==> config.mk <==
export PLATFORM = sky130hd
export DESIGN_NAME = spin_thrust_motion_detector
export DESIGN_NICKNAME = d
export VERILOG_FILES = /design/src/rtl/stmd_pkg.sv /design/src/rtl/spin_thrust_motion_detector.sv /design/src/rtl/stmd_csr.sv /design/src/rtl/stmd_core.sv
export VERILOG_INCLUDE_DIRS = /design/src /design/src/rtl
export SDC_FILE = /design/constraint.sdc
export NUM_CORES = 1
export LEC_CHECK = 0
export CAP_MARGIN = 40
export CORE_MARGIN = 5
export CORE_UTILIZATION = 32
export CTS_BUF_LIST = sky130_fd_sc_hd__clkbuf_4
export CTS_CLUSTER_SIZE = 10
export DETAILED_ROUTE_END_ITERATION = 10
export DONT_BUFFER_PORTS = 1
export GPL_TIMING_DRIVEN = 0
export PLACE_DENSITY = 0.48
export SYNTH_ARGS = -nofsm -noshare
export SYNTH_HDL_FRONTEND = slang
export SYNTH_HIERARCHICAL = 1
export SYNTH_SLANG_ARGS = --single-unit
export TNS_END_PERCENT = 30
==> constraint.sdc <==
create_clock -name clock -period 9.6 [get_ports clock]
set_clock_uncertainty 0.2 [all_clocks]
set_input_delay 1.92 -clock clock [delete_from_list [all_inputs] [get_ports clock]]
set_output_delay 1.92 -clock clock [all_outputs]
set_load 0.03 [all_outputs]
==> src/rtl/spin_thrust_motion_detector_defines.svh <==
// ----------------------------------------------------------------------------
// Spin/thrust motion detector assertion macros
// Shared property shapes for the concurrent checks of the detector.
// ----------------------------------------------------------------------------
`ifndef SPIN_THRUST_MOTION_DETECTOR_DEFINES_SVH
`define SPIN_THRUST_MOTION_DETECTOR_DEFINES_SVH

// Check that cons holds in the same cycle as ante.
`define STMD_ASSERT_SAME(label, clk, rst, ante, cons, msg) \
   label: assert property (@(posedge clk) disable iff (rst) (ante) |-> (cons)) \
      else $error(msg);

// Check that cons holds in the cycle after ante.
`define STMD_ASSERT_NEXT(label, clk, rst, ante, cons, msg) \
   label: assert property (@(posedge clk) disable iff (rst) (ante) |=> (cons)) \
      else $error(msg);

`endif

==> src/rtl/stmd_pkg.sv <==
`timescale 1ns / 1ps
// ----------------------------------------------------------------------------
// Spin/thrust motion detector package
// Widths, codes, register reset values and shared types.
// ----------------------------------------------------------------------------
package stmd_pkg;

   // Block length is 2^SAMPLES_LOG2 samples (legal range 1 to 16).
   localparam int SAMPLES_LOG2 = 9;
   localparam int SAMPLE_W     = 12;
   localparam int COUNT_W      = SAMPLES_LOG2 + 1;
   localparam int SUM_W        = SAMPLE_W + SAMPLES_LOG2;
   localparam int TARGET_W     = 4;
   localparam int FUNC_W       = 2;
   localparam int MODE_W       = 2;
   localparam int CSR_INDEX_W  = 2;
   localparam int CSR_DATA_W   = 12;

   localparam logic [COUNT_W-1:0] BLOCK_LEN = {1'b1, {SAMPLES_LOG2{1'b0}}};
   localparam logic [TARGET_W-1:0] BLOCK_CNT_MAX = '1;

   // Command codes
   localparam logic [FUNC_W-1:0] FUNC_SAMPLE = 2'd0;
   localparam logic [FUNC_W-1:0] FUNC_SPIN   = 2'd1;
   localparam logic [FUNC_W-1:0] FUNC_THRUST = 2'd2;

   // Tracking mode codes
   localparam logic [MODE_W-1:0] MODE_IDLE   = 2'd0;
   localparam logic [MODE_W-1:0] MODE_SPIN   = 2'd1;
   localparam logic [MODE_W-1:0] MODE_THRUST = 2'd2;

   // Register indexes
   localparam logic [CSR_INDEX_W-1:0] CSR_SPIN_THRESHOLD   = 2'd0;
   localparam logic [CSR_INDEX_W-1:0] CSR_THRUST_THRESHOLD = 2'd1;
   localparam logic [CSR_INDEX_W-1:0] CSR_SPIN_TARGET      = 2'd2;

   // Register reset values
   localparam logic [SAMPLE_W-1:0] SPIN_THRESHOLD_RST   = 12'd2400;
   localparam logic [SAMPLE_W-1:0] THRUST_THRESHOLD_RST = 12'd2000;
   localparam logic [TARGET_W-1:0] SPIN_TARGET_RST      = 4'd3;

   typedef struct packed {
      logic [SAMPLE_W-1:0] spin_threshold;
      logic [SAMPLE_W-1:0] thrust_threshold;
      logic [TARGET_W-1:0] spin_block_target;
   } cfg_type;

   typedef struct packed {
      logic                spin_complete;
      logic                thrust_complete;
      logic                block_done;
      logic [SAMPLE_W-1:0] block_average;
      logic [MODE_W-1:0]   tracking_mode;
   } result_type;

endpackage

==> src/rtl/spin_thrust_motion_detector.sv <==
`timescale 1ns / 1ps
// ----------------------------------------------------------------------------
// Spin/thrust motion detector
// Tracks spin (block averages) or thrust (single sample) gestures on a
// stream of 12-bit accelerometer readings.
// ----------------------------------------------------------------------------
// Usage:
//   Request channel (req_*): one transaction carries a command in req_func
//   (sample tick, start spin, start thrust) and a converter reading in
//   req_adc_sample. Response channel (rsp_*): exactly one transaction per
//   request, showing the status after that request.
//   Both channels use valid/stall; a transaction moves when valid is high
//   and stall is low.
//   The response passes through the input register, then the result
//   register, where a high rsp_stall can hold it. Throughput: one
//   transaction per cycle while rsp_stall is low; the tracking update is a
//   single add, compare and count pass between the two registers.
//   When rsp_stall is high the result register holds; the input register
//   still takes one more transaction before req_stall rises.
//   Reset (synchronous, active high) empties both registers, clears all
//   tracking state and loads the register defaults (2400, 2000, 3).
//   Write csr_* only while no transaction is in flight.
// ----------------------------------------------------------------------------
`include "spin_thrust_motion_detector_defines.svh"

module spin_thrust_motion_detector (
   input  logic                                clock,
   input  logic                                reset,
   // request channel
   input  logic                                req_valid,
   output logic                                req_stall,
   input  logic [stmd_pkg::FUNC_W-1:0]         req_func,
   input  logic [stmd_pkg::SAMPLE_W-1:0]       req_adc_sample,
   // response channel
   output logic                                rsp_valid,
   input  logic                                rsp_stall,
   output logic                                rsp_spin_complete,
   output logic                                rsp_thrust_complete,
   output logic                                rsp_block_done,
   output logic [stmd_pkg::SAMPLE_W-1:0]       rsp_block_average,
   output logic [stmd_pkg::MODE_W-1:0]         rsp_tracking_mode,
   // configuration write port
   input  logic                                csr_write,
   input  logic [stmd_pkg::CSR_INDEX_W-1:0]    csr_index,
   input  logic [stmd_pkg::CSR_DATA_W-1:0]     csr_data
);

   stmd_pkg::cfg_type                 cfg;
   stmd_pkg::result_type              result;
   stmd_pkg::result_type              result_ff;

   logic                              in_valid_ff;
   logic [stmd_pkg::FUNC_W-1:0]       in_func_ff;
   logic [stmd_pkg::SAMPLE_W-1:0]     in_sample_ff;
   logic                              rsp_valid_ff;

   logic                              req_accept;
   logic                              advance;

   // Move the held request into the result register unless the result
   // register is full and the receiver is stalling.
   assign advance    = in_valid_ff && !(rsp_valid_ff && rsp_stall);
   // Stall the sender only when both registers are occupied and the
   // head cannot drain.
   assign req_stall  = in_valid_ff && rsp_valid_ff && rsp_stall;
   assign req_accept = req_valid && !req_stall;

   stmd_csr u_csr (
      .clock     (clock),
      .reset     (reset),
      .csr_write (csr_write),
      .csr_index (csr_index),
      .csr_data  (csr_data),
      .cfg       (cfg)
   );

   // Tracking state advances only when its transaction moves on, so a
   // stall never repeats or loses an update.
   stmd_core u_core (
      .clock      (clock),
      .reset      (reset),
      .advance    (advance),
      .func       (in_func_ff),
      .adc_sample (in_sample_ff),
      .cfg        (cfg),
      .result     (result)
   );

   // Input register: load on acceptance, empty once it has advanced.
   always_ff @(posedge clock) begin
      if (reset) begin
         in_valid_ff <= 1'b0;
      end else if (req_accept) begin
         in_valid_ff <= 1'b1;
      end else if (advance) begin
         in_valid_ff <= 1'b0;
      end
   end

   always_ff @(posedge clock) begin
      if (req_accept) begin
         in_func_ff   <= req_func;
         in_sample_ff <= req_adc_sample;
      end
   end

   // Result register: fill on advance, drain when the receiver takes it.
   always_ff @(posedge clock) begin
      if (reset) begin
         rsp_valid_ff <= 1'b0;
      end else if (advance) begin
         rsp_valid_ff <= 1'b1;
      end else if (!rsp_stall) begin
         rsp_valid_ff <= 1'b0;
      end
   end

   always_ff @(posedge clock) begin
      if (advance) begin
         result_ff <= result;
      end
   end

   assign rsp_valid           = rsp_valid_ff;
   assign rsp_spin_complete   = result_ff.spin_complete;
   assign rsp_thrust_complete = result_ff.thrust_complete;
   assign rsp_block_done      = result_ff.block_done;
   assign rsp_block_average   = result_ff.block_average;
   assign rsp_tracking_mode   = result_ff.tracking_mode;

   // ------------------------------------------------------------------
   // Assertions
   // ------------------------------------------------------------------
   `STMD_ASSERT_NEXT(a_accept_fills_input, clock, reset, req_accept, in_valid_ff,
      "accepted request not held in input register")
   `STMD_ASSERT_NEXT(a_spin_start_mode, clock, reset,
      advance && (in_func_ff == stmd_pkg::FUNC_SPIN),
      rsp_valid_ff && (result_ff.tracking_mode == stmd_pkg::MODE_SPIN),
      "spin start did not report spin tracking")
   `STMD_ASSERT_SAME(a_thrust_done_stops, clock, reset,
      rsp_valid_ff && result_ff.thrust_complete,
      result_ff.tracking_mode != stmd_pkg::MODE_THRUST,
      "thrust still tracked after completion")

endmodule

==> src/rtl/stmd_csr.sv <==
`timescale 1ns / 1ps
// ----------------------------------------------------------------------------
// Spin/thrust motion detector configuration registers
// Threshold and target registers behind a plain write port.
// ----------------------------------------------------------------------------
module stmd_csr (
   input  logic                                clock,
   input  logic                                reset,
   input  logic                                csr_write,
   input  logic [stmd_pkg::CSR_INDEX_W-1:0]    csr_index,
   input  logic [stmd_pkg::CSR_DATA_W-1:0]     csr_data,
   output stmd_pkg::cfg_type                   cfg
);

   stmd_pkg::cfg_type cfg_ff;

   always_ff @(posedge clock) begin
      if (reset) begin
         cfg_ff.spin_threshold    <= stmd_pkg::SPIN_THRESHOLD_RST;
         cfg_ff.thrust_threshold  <= stmd_pkg::THRUST_THRESHOLD_RST;
         cfg_ff.spin_block_target <= stmd_pkg::SPIN_TARGET_RST;
      end else if (csr_write) begin
         unique case (csr_index)
            stmd_pkg::CSR_SPIN_THRESHOLD: begin
               cfg_ff.spin_threshold <= csr_data[stmd_pkg::SAMPLE_W-1:0];
            end
            stmd_pkg::CSR_THRUST_THRESHOLD: begin
               cfg_ff.thrust_threshold <= csr_data[stmd_pkg::SAMPLE_W-1:0];
            end
            stmd_pkg::CSR_SPIN_TARGET: begin
               cfg_ff.spin_block_target <= csr_data[stmd_pkg::TARGET_W-1:0];
            end
            default: begin
               // unmapped index: drop the write
            end
         endcase
      end
   end

   assign cfg = cfg_ff;

endmodule

==> src/rtl/stmd_core.sv <==
`timescale 1ns / 1ps
// ----------------------------------------------------------------------------
// Spin/thrust motion detector tracking core
// Tracking state and the single-pass next-state and result logic.
// ----------------------------------------------------------------------------
module stmd_core (
   input  logic                              clock,
   input  logic                              reset,
   input  logic                              advance,
   input  logic [stmd_pkg::FUNC_W-1:0]       func,
   input  logic [stmd_pkg::SAMPLE_W-1:0]     adc_sample,
   input  stmd_pkg::cfg_type                 cfg,
   output stmd_pkg::result_type              result
);

   logic                              spin_active_ff,   spin_active_in;
   logic                              thrust_active_ff, thrust_active_in;
   logic [stmd_pkg::COUNT_W-1:0]      sample_count_ff,  sample_count_in;
   logic [stmd_pkg::SUM_W-1:0]        sample_sum_ff,    sample_sum_in;
   logic [stmd_pkg::TARGET_W-1:0]     block_counter_ff, block_counter_in;
   logic                              thrust_seen_ff,   thrust_seen_in;

   logic [stmd_pkg::COUNT_W-1:0]      count_inc;
   logic [stmd_pkg::SUM_W-1:0]        sum_inc;
   logic [stmd_pkg::SAMPLE_W-1:0]     average;
   logic                              done;

   assign count_inc = sample_count_ff + stmd_pkg::COUNT_W'(1);
   assign sum_inc   = sample_sum_ff + stmd_pkg::SUM_W'(adc_sample);
   assign average   = sum_inc[stmd_pkg::SUM_W-1:stmd_pkg::SAMPLES_LOG2];

   always_comb begin
      spin_active_in   = spin_active_ff;
      thrust_active_in = thrust_active_ff;
      sample_count_in  = sample_count_ff;
      sample_sum_in    = sample_sum_ff;
      block_counter_in = block_counter_ff;
      thrust_seen_in   = thrust_seen_ff;
      done             = 1'b0;
      unique case (func)
         stmd_pkg::FUNC_SPIN: begin
            spin_active_in   = 1'b1;
            thrust_active_in = 1'b0;
            block_counter_in = '0;
            sample_sum_in    = '0;
            sample_count_in  = '0;
         end
         stmd_pkg::FUNC_THRUST: begin
            // block counter is kept
            thrust_seen_in   = 1'b0;
            spin_active_in   = 1'b0;
            thrust_active_in = 1'b1;
         end
         stmd_pkg::FUNC_SAMPLE: begin
            if (spin_active_ff) begin
               if (count_inc == stmd_pkg::BLOCK_LEN) begin
                  done            = 1'b1;
                  sample_count_in = '0;
                  sample_sum_in   = '0;
                  if (average < cfg.spin_threshold) begin
                     block_counter_in = '0;
                  end else if (block_counter_ff != stmd_pkg::BLOCK_CNT_MAX) begin
                     block_counter_in = block_counter_ff + stmd_pkg::TARGET_W'(1);
                  end
                  if (block_counter_in == cfg.spin_block_target) begin
                     spin_active_in = 1'b0;
                  end
               end else begin
                  sample_count_in = count_inc;
                  sample_sum_in   = sum_inc;
               end
            end else if (thrust_active_ff) begin
               thrust_seen_in = (adc_sample > cfg.thrust_threshold);
               if (thrust_seen_in) begin
                  thrust_active_in = 1'b0;
               end
            end
         end
         default: begin
            // unused command: report status only
         end
      endcase
   end

   always_comb begin
      result.spin_complete   = (block_counter_in == cfg.spin_block_target);
      result.thrust_complete = thrust_seen_in;
      result.block_done      = done;
      result.block_average   = done ? average : '0;
      if (spin_active_in) begin
         result.tracking_mode = stmd_pkg::MODE_SPIN;
      end else if (thrust_active_in) begin
         result.tracking_mode = stmd_pkg::MODE_THRUST;
      end else begin
         result.tracking_mode = stmd_pkg::MODE_IDLE;
      end
   end

   always_ff @(posedge clock) begin
      if (reset) begin
         spin_active_ff   <= 1'b0;
         thrust_active_ff <= 1'b0;
         sample_count_ff  <= '0;
         sample_sum_ff    <= '0;
         block_counter_ff <= '0;
         thrust_seen_ff   <= 1'b0;
      end else if (advance) begin
         spin_active_ff   <= spin_active_in;
         thrust_active_ff <= thrust_active_in;
         sample_count_ff  <= sample_count_in;
         sample_sum_ff    <= sample_sum_in;
         block_counter_ff <= block_counter_in;
         thrust_seen_ff   <= thrust_seen_in;
      end
   end

endmodule

* Word level (Yosys, flattened, before mapping)
Index checks and enable logic that the tools add are counted.
Storage, ports and cells: register bits 99, output and inout bits 19
Operators by class: add/sub/neg operators 3, magnitude comparators 2, eq/ne operators 10, mux-type cells 33, reduce and logical (&&, ||, !) cells 15
Operators with widths (count):
- 21-bit two-way mux | 2
- 21-bit case mux with 2 select lines | 1
- 4-bit two-way mux | 7
- 21-bit by 12-bit adder with 21-bit output | 1
- 10-bit two-way mux | 2
- 10-bit case mux with 2 select lines | 1
- 1-bit two-way mux | 15
- 12-bit > comparator | 1
- 12-bit less-than comparator | 1
- 10-bit by 1-bit adder with 10-bit output, second input constant | 1
- 10-bit equality test, second input constant | 1
- 4-bit equality test | 2
- 4-bit case mux with 2 select lines | 1
- 1-bit case mux with 3 select lines | 2
- 2-bit AND reduction | 3
- 1-bit logical AND | 5
- 4-bit by 1-bit adder with 4-bit output, second input constant | 1
- 2-bit by 1-bit equality test with 1-bit output, second input constant | 2
- 2-bit equality test, second input constant | 2
- 2-bit zero test | 2
- 2-bit by 1-bit != test with 1-bit output, second input constant | 2
- 4-bit != test, second input constant | 1
- 2-bit nonzero test | 2
- 3-bit AND reduction | 1
- other kinds (3) | 4

* Longest topological paths before layout
Gate-level depths: netlist of the first run.
word-level depth 11, mapped depth 21, gate-level depth less buffers 20

* Hierarchy
Netlist of the first run, hierarchy kept.
Modules (own cells, without submodules):
- stmd_core | times used 1, cells each 466, area an instance 3558.4 um^2
- stmd_csr | times used 1, cells each 115, area an instance 1169.9 um^2
- spin_thrust_motion_detector | times used 1, cells each 41, area an instance 1017.2 um^2

* Least setup slack after synthesis of the first run
OpenSTA, ideal clock, no wires.
path kind input to register, start point input port rsp_stall, end point register u_core/sample_sum_ff[17] (netlist name), setup time 0.078 ns, arrival time 4.832 ns, slack 4.490 ns, cell stages on the path 8, buffers on the path 1, path through a21boi_0 > nand2b_1 > nor2_1 > nand2_1 > nor2_1 > clkbuf_1 > a21oi_1 > nor3_1
Between the ends: longest elaborated chain between the ends 4
Ends and longest elaborated chain:
- start: declaration | RTL line spin_thrust_motion_detector.sv:36 | input logic rsp_stall,
- 1-bit logical AND | RTL line spin_thrust_motion_detector.sv:62 | assign advance = in_valid_ff && !(rsp_valid_ff && rsp_stall);
- 1-bit zero test | RTL line spin_thrust_motion_detector.sv:62
- 1-bit logical AND | RTL line spin_thrust_motion_detector.sv:62
- 3-bit AND reduction (no line)
- end signal: assignment | RTL line stmd_core.sv:111 | sample_sum_ff <= sample_sum_in;
- end: declaration | RTL line stmd_core.sv:19 | logic [stmd_pkg::SUM_W-1:0] sample_sum_ff, sample_sum_in;
Every way passes these cells. A chain may end at the register's enable or synchronous reset.

==> impl_metrics.json, run 1 <==
{
  "drv_slew": 0,
  "drive_above_1_share": 0.0844,
  "fin_hold_ws_ns": 0.287,
  "grt_usage": 0.149,
  "clk_latency_ns": 0.50,
  "postPlaceCellArea_sq_mm": 0.00607,
  "cap_viol_max_count": 0,
  "leakage_nw": 2.51,
  "rsz0062_at_grt": "false",
  "pre_cts_ws_ns": 4.04,
  "utilization": 0.348,
  "num_vias": 4483,
  "max_freq_mhz": 180,
  "synthCells": 622,
  "synth_compound_area_frac": 0.160,
  "synth_top_family_by_area": "simple AND/OR/NAND/NOR gates",
  "synth_common_cells": "69 x nor2_1, 68 x dfxtp_1, 39 x inv_1, 37 x ha_1, 36 x a21oi_1",
  "cts_resized": 0,
  "fin_cells": 870,
  "finalSetupViolations": 0,
  "crit_start": "in_sample_ff[0]$_DFFE_PP_",
  "synthFlopType": "dfxtp_1",
  "post_cts_buffers": 0,
  "first_global_vias": 4459,
  "tightest_slew_ns": 0.742,
  "final_cell_area_sq_mm": 0.00622,
  "cp-end-kind": "register",
  "power.total_uw": 766,
  "hold_buffers": 0,
  "ctsRootBufferMaster": "clkbuf_4",
  "synth_top_area_share": 0.237,
  "ys_seq_area_frac": 0.399,
  "clkTransAtPathRegs_ns": 0.17,
  "drt_iter0_markers": 317,
  "hp-start": "u_core/sample_sum_ff[4]$_SDFFE_PP0P_",
  "synthAdderAreaFrac": 0.0841,
  "portBuffers": 0,
  "htreeDepth": 3,
  "cts_tree": "yes",
  "dp_hpwl_mm": 11.5,
  "antenna_found_initial": 1,
  "synth.area.mux_share": 0.0557,
  "synth_area_sq_mm": 0.00575,
  "final_nets": 706,
  "yosys.area.top_type": "dfxtp_1",
  "maxSlewHeadroom": 0.504,
  "status": "completed",
  "timing.final.ws_setup_ns": 4.05,
  "arrival_ns": 5.61,
  "final.period_utilization": 0.579,
  "row_count": 49,
  "synth-simple-area-share": 0.216,
  "timing.final.crit_period_ns": 5.55,
  "critPathRequiredTime_ns": 9.66,
  "pin_count": 52,
  "r2r-start": "in_sample_ff[0]$_DFFE_PP_",
  "synth_most_common_cell": "nor2_1",
  "antenna_left": 0,
  "finalHoldViolCount": 0,
  "first_pass_iters": 5,
  "crit_type": "reg -> reg",
  "synth.distinct_cells": 72,
  "postSynthAreaPerCell_sq_um": 9.24,
  "async_flop_share": 0,
  "grt_overflow_total": 0,
  "fin_setup_tns_ns": 0,
  "die-area_sq_mm": 0.0207,
  "grt_max_degree": 25,
  "cts.sinks": 99,
  "place_inst": 853,
  "cts-buffers-inserted": 9,
  "die_w_um": 144,
  "syn_to_final_growth_pct": 8.19,
  "synth_area_leaders": "dfxtp_1 24%, edfxtp_1 16%, ha_1 8.1%",
  "clock_path_buffers": 2,
  "drt-total-wl_mm": 14.8,
  "coreArea_sq_mm": 0.0178,
  "wire_per_inst_um": 17.0,
  "grt_pass1_wl_mm": 23.9,
  "synth-edff-count": 31,
  "drc": 0,
  "die_y_um": 144,
  "place.gp.congestion": 0.887,
  "critPathLaunchType": "register",
  "worstHoldPathType": "reg -> reg",
  "vdd_drop_max_uv": 49.0,
  "initial_core_util": 0.322,
  "via_per_inst": 5.15,
  "yosysWarningCount": 6,
  "syn-num-nets": 693,
  "worstPathMaxFanout": 8,
  "synth-seq-cells": 99,
  "power_density_mw_per_mm2": 123,
  "synth-xor-area-share": 0.0305
}
==> sequential cells by signal, summed over array words and instances (netlist names) <==
signal	cells
u_csr/cfg	28
u_core/sample_sum_ff	21
in_sample_ff	12
rsp_block_average	12
u_core/sample_count_ff	10
u_core/block_counter_ff	4
in_func_ff	2
rsp_tracking_mode	2
in_valid_ff	1
rsp_block_done	1
rsp_spin_complete	1
rsp_thrust_complete	1
rsp_valid	1
u_core/spin_active_ff	1
u_core/thrust_active_ff	1
u_core/thrust_seen_ff	1
==> critical path, cell delays in order (launching register included) <==
cell,delay (ns)
edfxtp_1,0.43
ha_1,0.26
inv_1,0.08
fa_1,0.21
nor2b_1,0.06
o21a_1,0.19
o21ai_1,0.32
a2111oi_2,0.18
o41ai_4,0.61
nor2_1,0.11
xnor2_1,0.37
inv_1,0.09
ha_1,0.31
nand4_1,0.13
or3_1,0.42
a31oi_1,0.19
nand3_2,0.16
nand2_2,0.17
o21ai_1,0.08
a2111o_1,0.37
a211oi_1,0.39
==> path summary, 6_finish.rpt <==
path / end / slack (ns) / depth (start not counted)
max reg2reg: rsp_spin_complete$_DFFE_PP_ / 4.05 / 20
max: rsp_spin_complete$_DFFE_PP_ / 4.05 / 20
min reg2reg: u_core/sample_sum_ff[4]$_SDFFE_PP0P_ / 0.29 / 2
min: u_core/sample_sum_ff[4]$_SDFFE_PP0P_ / 0.29 / 2
==> cell families after synthesis <==
kind of cell	after synthesis
DFF	99
AOI/OAI and AO/OA	133
and+or+nand+nor	232
xor gates and xnor gates	20
muxes	32
buffers and inverters	68
adders and majority gates	38
==> where the power goes <==
group          switching, mW  leakage, nW  total, mW  internal, mW
sequential            0.0170        0.841      0.463         0.446
clock                  0.164       0.0776      0.225        0.0612
combinational         0.0460         1.60     0.0773        0.0313
total                  0.227         2.51      0.766         0.538
==> cells in the final DEF (no fill, tap or decap), types with 11 or more instances in the layout <==
cell / n
nor2_1: 69
dfxtp_1: 68
inv_1: 39
ha_1: 37
a21oi_1: 36
nand2_1: 34
nand2b_1: 33
mux2i_1: 32
edfxtp_1: 31
o21ai_0: 21
clkbuf_1: 16
nor3_1: 16
a21o_1: 14
xnor2_1: 11
and3_1: 11
==> final cells by class <==
class | instances | area, sq um
Antenna cell | 1 | 2.50
Buffer | 28 | 160
Clock buffer | 9 | 67.6
Clock inverter | 7 | 71.3
Fill cell | 1792 | 11600
Inverter | 40 | 150
Multi-Input combinational cell | 455 | 3150
Sequential cell | 99 | 2290
Tap cell | 229 | 287
Timing Repair Buffer | 2 | 31.3
==> per-layer routing <==
layer / track usage / vias up / routed length (um)
li1: - / 2252 / -
met1: 0.193 / 2129 / 6990
met2: 0.254 / 88 / 7080
met3: 0.0265 / 14 / 465
met4: 0.0441 / 0 / 240
met5: 0 / - / 0
Power figures use the tool's default switching activity.
==> run 2, diff against run 1 <==
Clock period 9.6 ns to 5.3 ns, I/O delays scaled along.
==> impl_metrics.json, run 2 (synthesis gave the netlist of run 1 again) <==
{
  "critPathLaunchType": "register",
  "pin_count": 52,
  "vdd_drop_max_uv": 88.9,
  "num_vias": 4503,
  "final_cell_area_sq_mm": 0.00634,
  "wl_met1_mm": 7.12,
  "first_pass_iters": 5,
  "drive_above_1_share": 0.110,
  "coreArea_sq_mm": 0.0178,
  "tightest_slew_ns": 0.742,
  "die_y_um": 144,
  "via_per_inst": 5.15,
  "most-common-layout-cells": "68 x nor2_1, 68 x dfxtp_1, 39 x inv_1, 36 x ha_1, 35 x a21oi_1",
  "grt_usage": 0.150,
  "timing.final.ws_setup_ns": 0.239,
  "largest_reg_flops": 28,
  "final.period_utilization": 0.955,
  "grt_overflow_total": 0,
  "place.gp.congestion": 0.887,
  "die-area_sq_mm": 0.0207,
  "cts.sinks": 99,
  "postPlaceCellArea_sq_mm": 0.00607,
  "final_nets": 710,
  "cts-buffers-inserted": 9,
  "drt_iter0_markers": 291,
  "clock_path_buffers": 2,
  "portBuffers": 0,
  "clkTransAtPathRegs_ns": 0.17,
  "dp_hpwl_mm": 11.5,
  "cp-end-kind": "register",
  "hold_buffers": 0,
  "cts_tree": "yes",
  "crit_type": "reg -> reg",
  "htreeDepth": 3,
  "worstHoldPathType": "reg -> reg",
  "grt_max_degree": 25,
  "worstPathMaxFanout": 7,
  "finalSetupViolations": 0,
  "drc": 0,
  "antenna_left": 0,
  "wire_per_inst_um": 17.2,
  "pre_cts_ws_ns": -0.263,
  "max_freq_mhz": 198,
  "finalHoldViolCount": 0,
  "critPathRequiredTime_ns": 5.43,
  "antenna_found_initial": 1,
  "utilization": 0.355,
  "clk_latency_ns": 0.50,
  "r2r_slack_ns": 0.24,
  "syn_to_final_growth_pct": 10.4,
  "met2WireLength_mm": 7.30,
  "cap_viol_max_count": 0,
  "arrival_ns": 5.19,
  "status": "completed",
  "timing.final.crit_period_ns": 5.06,
  "leakage_nw": 2.55,
  "drv_slew": 0,
  "first_global_vias": 4494,
  "die_w_um": 144,
  "initial_core_util": 0.322,
  "row_count": 49,
  "drt-total-wl_mm": 15.0,
  "ctsRootBufferMaster": "clkbuf_4",
  "maxSlewHeadroom": 0.504,
  "topRoutingLayerUsed": "met4",
  "grt_pass1_wl_mm": 24.0,
  "power_density_mw_per_mm2": 220,
  "wl_met3_um": 378
}
[run 2: cell types whose count changed in the layout (fill, tap and decap cells not counted), sizes merged]
cell and delta:
buf +4
[run 2: timing repair]
action | CTS | global route
setup endpoints to repair | 4 | 4
setup buffers | 1 | 3
resized for setup | 3 | 14
pin swaps | 1 | 6
[run 2: worst max-delay path, stage by stage (launching register included)]
cell,delay (ns)
dfxtp_1,0.42
ha_4,0.16
inv_1,0.05
fa_2,0.35
nor2b_1,0.12
o21a_1,0.17
o21ai_2,0.12
a2111oi_4,0.47
o41ai_4,0.14
buf_4,0.19
nand2b_1,0.19
xnor2_1,0.17
ha_1,0.31
nand4_1,0.12
or3_4,0.40
a31oi_2,0.16
nand3_2,0.17
a21oi_2,0.23
xnor2_2,0.10
o41a_1,0.43
o31ai_2,0.22
[run 2: cell type report]
cell class / instances / area (sq um)
repair buffers: 6 / 61.3
inverters: 40 / 150
clock inverters: 7 / 71.3
well taps: 229 / 287
flip-flops and latches: 99 / 2290
plain buffers: 28 / 160
diodes: 1 / 2.50
multi-input cells: 455 / 3250
clock buffers: 9 / 67.6
fillers: 1793 / 11500
[run 2: where the power goes]
group / switching [mW] / internal [mW]
Sequential: 0.0310 / 0.808
Clock: 0.301 / 0.111
Combinational: 0.0859 / 0.0582
Total: 0.418 / 0.977
[run 2: through the flow]
step           hold slack (ns)  cells  TNS, ns  power, mW
4_1_cts                  0.284    870        0       1.42
6_report                 0.291    874        0       1.39
5_1_grt                  0.317    874  -0.0767       1.47
2_1_floorplan            0.229    622        0      0.951
3_5_place_dp             0.263    853   -0.547      0.996
3_3_place_gp             0.252    851   -18.40      0.989
[run 2: final timing paths]
path,startpoint,end,cells past startpoint
worst max-delay path,u_core/sample_sum_ff[0]$_SDFFE_PP0P_,rsp_tracking_mode[1]$_DFFE_PP_,20
worst min-delay path,u_core/sample_sum_ff[4]$_SDFFE_PP0P_,u_core/sample_sum_ff[4]$_SDFFE_PP0P_,2
worst max register to register,u_core/sample_sum_ff[0]$_SDFFE_PP0P_,rsp_tracking_mode[1]$_DFFE_PP_,20
worst min register to register,u_core/sample_sum_ff[4]$_SDFFE_PP0P_,u_core/sample_sum_ff[4]$_SDFFE_PP0P_,2
[run 2: routing by layer]
metal / vias up / global-route usage
met4: 0 / 0.0441
met5: - / 0
met2: 72 / 0.255
met3: 13 / 0.0265
met1: 2162 / 0.194
li1: 2256 / -
==> run 3, diff against run 2 <==
Settings changed: PLACE_DENSITY 0.48 to 0.49.
Clock period 5.3 ns to 4.1 ns, I/O delays scaled along.
==> impl_metrics.json, run 3 (synthesis gave the netlist of run 1 again) <==
{
  "cts_tree": "yes",
  "final_nets": 727,
  "row_count": 49,
  "nFillCells": 1825,
  "worstPathMaxFanout": 7,
  "drc": 0,
  "syn_to_final_growth_pct": 16.3,
  "timing.final.crit_period_ns": 4.80,
  "leakage_nw": 2.65,
  "cap_viol_max_count": 0,
  "num_vias": 4587,
  "place_inst": 853,
  "tightest_slew_ns": 0.815,
  "via_per_inst": 5.15,
  "vdd_drop_max_uv": 151,
  "cp-end-kind": "register",
  "worstHoldPathType": "in -> reg",
  "antenna_found_initial": 1,
  "clkTransAtPathRegs_ns": 0.16,
  "maxSlewHeadroom": 0.453,
  "die-area_sq_mm": 0.0207,
  "pre_cts_ws_ns": -1.20,
  "fin_cells": 891,
  "clk_latency_ns": 0.48,
  "fin_hold_ws_ns": 0.169,
  "most-common-layout-cells": "68 x dfxtp_1, 67 x nor2_1, 38 x inv_1, 34 x a21oi_1, 34 x nand2_1",
  "htreeDepth": 3,
  "pin_count": 52,
  "die_y_um": 144,
  "coreArea_sq_mm": 0.0178,
  "hold_buffers": 0,
  "first_global_vias": 4617,
  "cts-buffers-inserted": 9,
  "grt_overflow_total": 0,
  "initial_core_util": 0.322,
  "grt_usage": 0.153,
  "top_usage_layer": "met2",
  "grtUsageMet3": 0.0258,
  "violations": "setup timing",
  "crit_type": "reg -> reg",
  "first_pass_iters": 4,
  "grt_max_degree": 25,
  "dp_hpwl_mm": 11.7,
  "grt_pass1_wl_mm": 24.7,
  "drive_above_1_share": 0.166,
  "drv_slew": 0,
  "ctsRootBufferMaster": "clkbuf_4",
  "finalSetupViolations": 8,
  "status": "finished with violations",
  "final.period_utilization": 1.17,
  "drt-total-wl_mm": 15.5,
  "wire_per_inst_um": 17.4,
  "cts.sinks": 99,
  "rsz0062_at_grt": "true",
  "use_met1": 0.197,
  "portBuffers": 0,
  "critPathLaunchType": "register",
  "timing.final.ws_setup_ns": -0.704,
  "final_common_cell": "dfxtp_1",
  "arrival_ns": 4.92,
  "fin_setup_tns_ns": -3.48,
  "finalHoldViolCount": 0,
  "die_w_um": 144,
  "largest_reg_flops": 28,
  "max_freq_mhz": 208,
  "power_density_mw_per_mm2": 276,
  "antenna_left": 0,
  "place.gp.congestion": 0.856,
  "clock_path_buffers": 2,
  "drt_iter0_markers": 325,
  "critPathRequiredTime_ns": 4.22,
  "grt_util_met2": 0.252
}
run 3: cell count changes in the layout (fill, tap and decap cells not counted), moves of 2 or more:
cell | before | now
xor2_1 | 8 | 4
and3_1 | 11 | 9
buf_4 | 9 | 26
ha_1 | 36 | 31
ha_4 | 1 | 6
o21ai_0 | 21 | 19
xor2_2 | 1 | 5
clkbuf_4 | 9 | 12
run 3: worst paths after layout:
check / from / endpoint / slack (ns) / cells past startpoint
worst max-delay path: in_sample_ff[0]$_DFFE_PP_ / rsp_tracking_mode[1]$_DFFE_PP_ / -0.70 / 19
worst min register to register: u_core/sample_sum_ff[4]$_SDFFE_PP0P_ / u_core/sample_sum_ff[4]$_SDFFE_PP0P_ / 0.29 / 2
worst min-delay path: reset / in_valid_ff$_SDFFE_PP0P_ / 0.17 / 1
worst max register to register: in_sample_ff[0]$_DFFE_PP_ / rsp_tracking_mode[1]$_DFFE_PP_ / -0.70 / 19
run 3: per-layer routing:
metal	part of all wire	wire length, um
met5	0	0
met2	0.48	7390
met4	0.029	450
met1	0.47	7220
met3	0.028	433
run 3: power breakdown:
part           total [mW]  internal, mW  switching (mW)
logic               0.204        0.0862           0.118
clock network       0.558         0.211           0.348
registers            1.08          1.04          0.0406
run 3: layout make-up:
class / instances / area, sq um / share of cell area
Buffer: 28 / 160 / 0.0240
Inverter: 40 / 150 / 0.0225
Clock buffer: 12 / 90.1 / 0.0135
Antenna cell: 1 / 2.50 / 0.000375
Clock inverter: 4 / 53.8 / 0.00805
Timing Repair Buffer: 23 / 189 / 0.0283
Sequential cell: 99 / 2290 / 0.343
Multi-Input combinational cell: 455 / 3460 / 0.517
Tap cell: 229 / 287 / 0.0429
run 3: critical path, cell delays in order, from the launching register on:
cell and delay, ns:
edfxtp_1 0.47, ha_4 0.19, inv_2 0.04, fa_2 0.19
nor2b_1 0.05, o21a_1 0.21, o21ai_4 0.18, buf_4 0.15
a21oi_1 0.09, a2111oi_2 0.37, nor3_1 0.17, ha_1 0.24
and2b_1 0.29, or2b_2 0.31, or4_1 0.46, nand3_4 0.13
nand2_4 0.10, mux2i_2 0.19, o41a_1 0.41, o31ai_2 0.18
run 3: metrics by stage:
step                area (sq um)   util  power (mW)
floorplan                   5780      -        1.23
global placement            6060  0.340        1.28
detailed placement          6100  0.342        1.29
CTS                         6630  0.371        1.87
global route                6680  0.375        1.94
finish                      6680  0.375        1.85
run 3: what timing repair did:
action | 4_1_cts | 5_1_grt
cloned | 0 | 0
endpoints found under the setup margin | 8 | 8
buffers inserted | 17 | 4
gates resized for setup | 41 | 4
pin swaps | 23 | 6
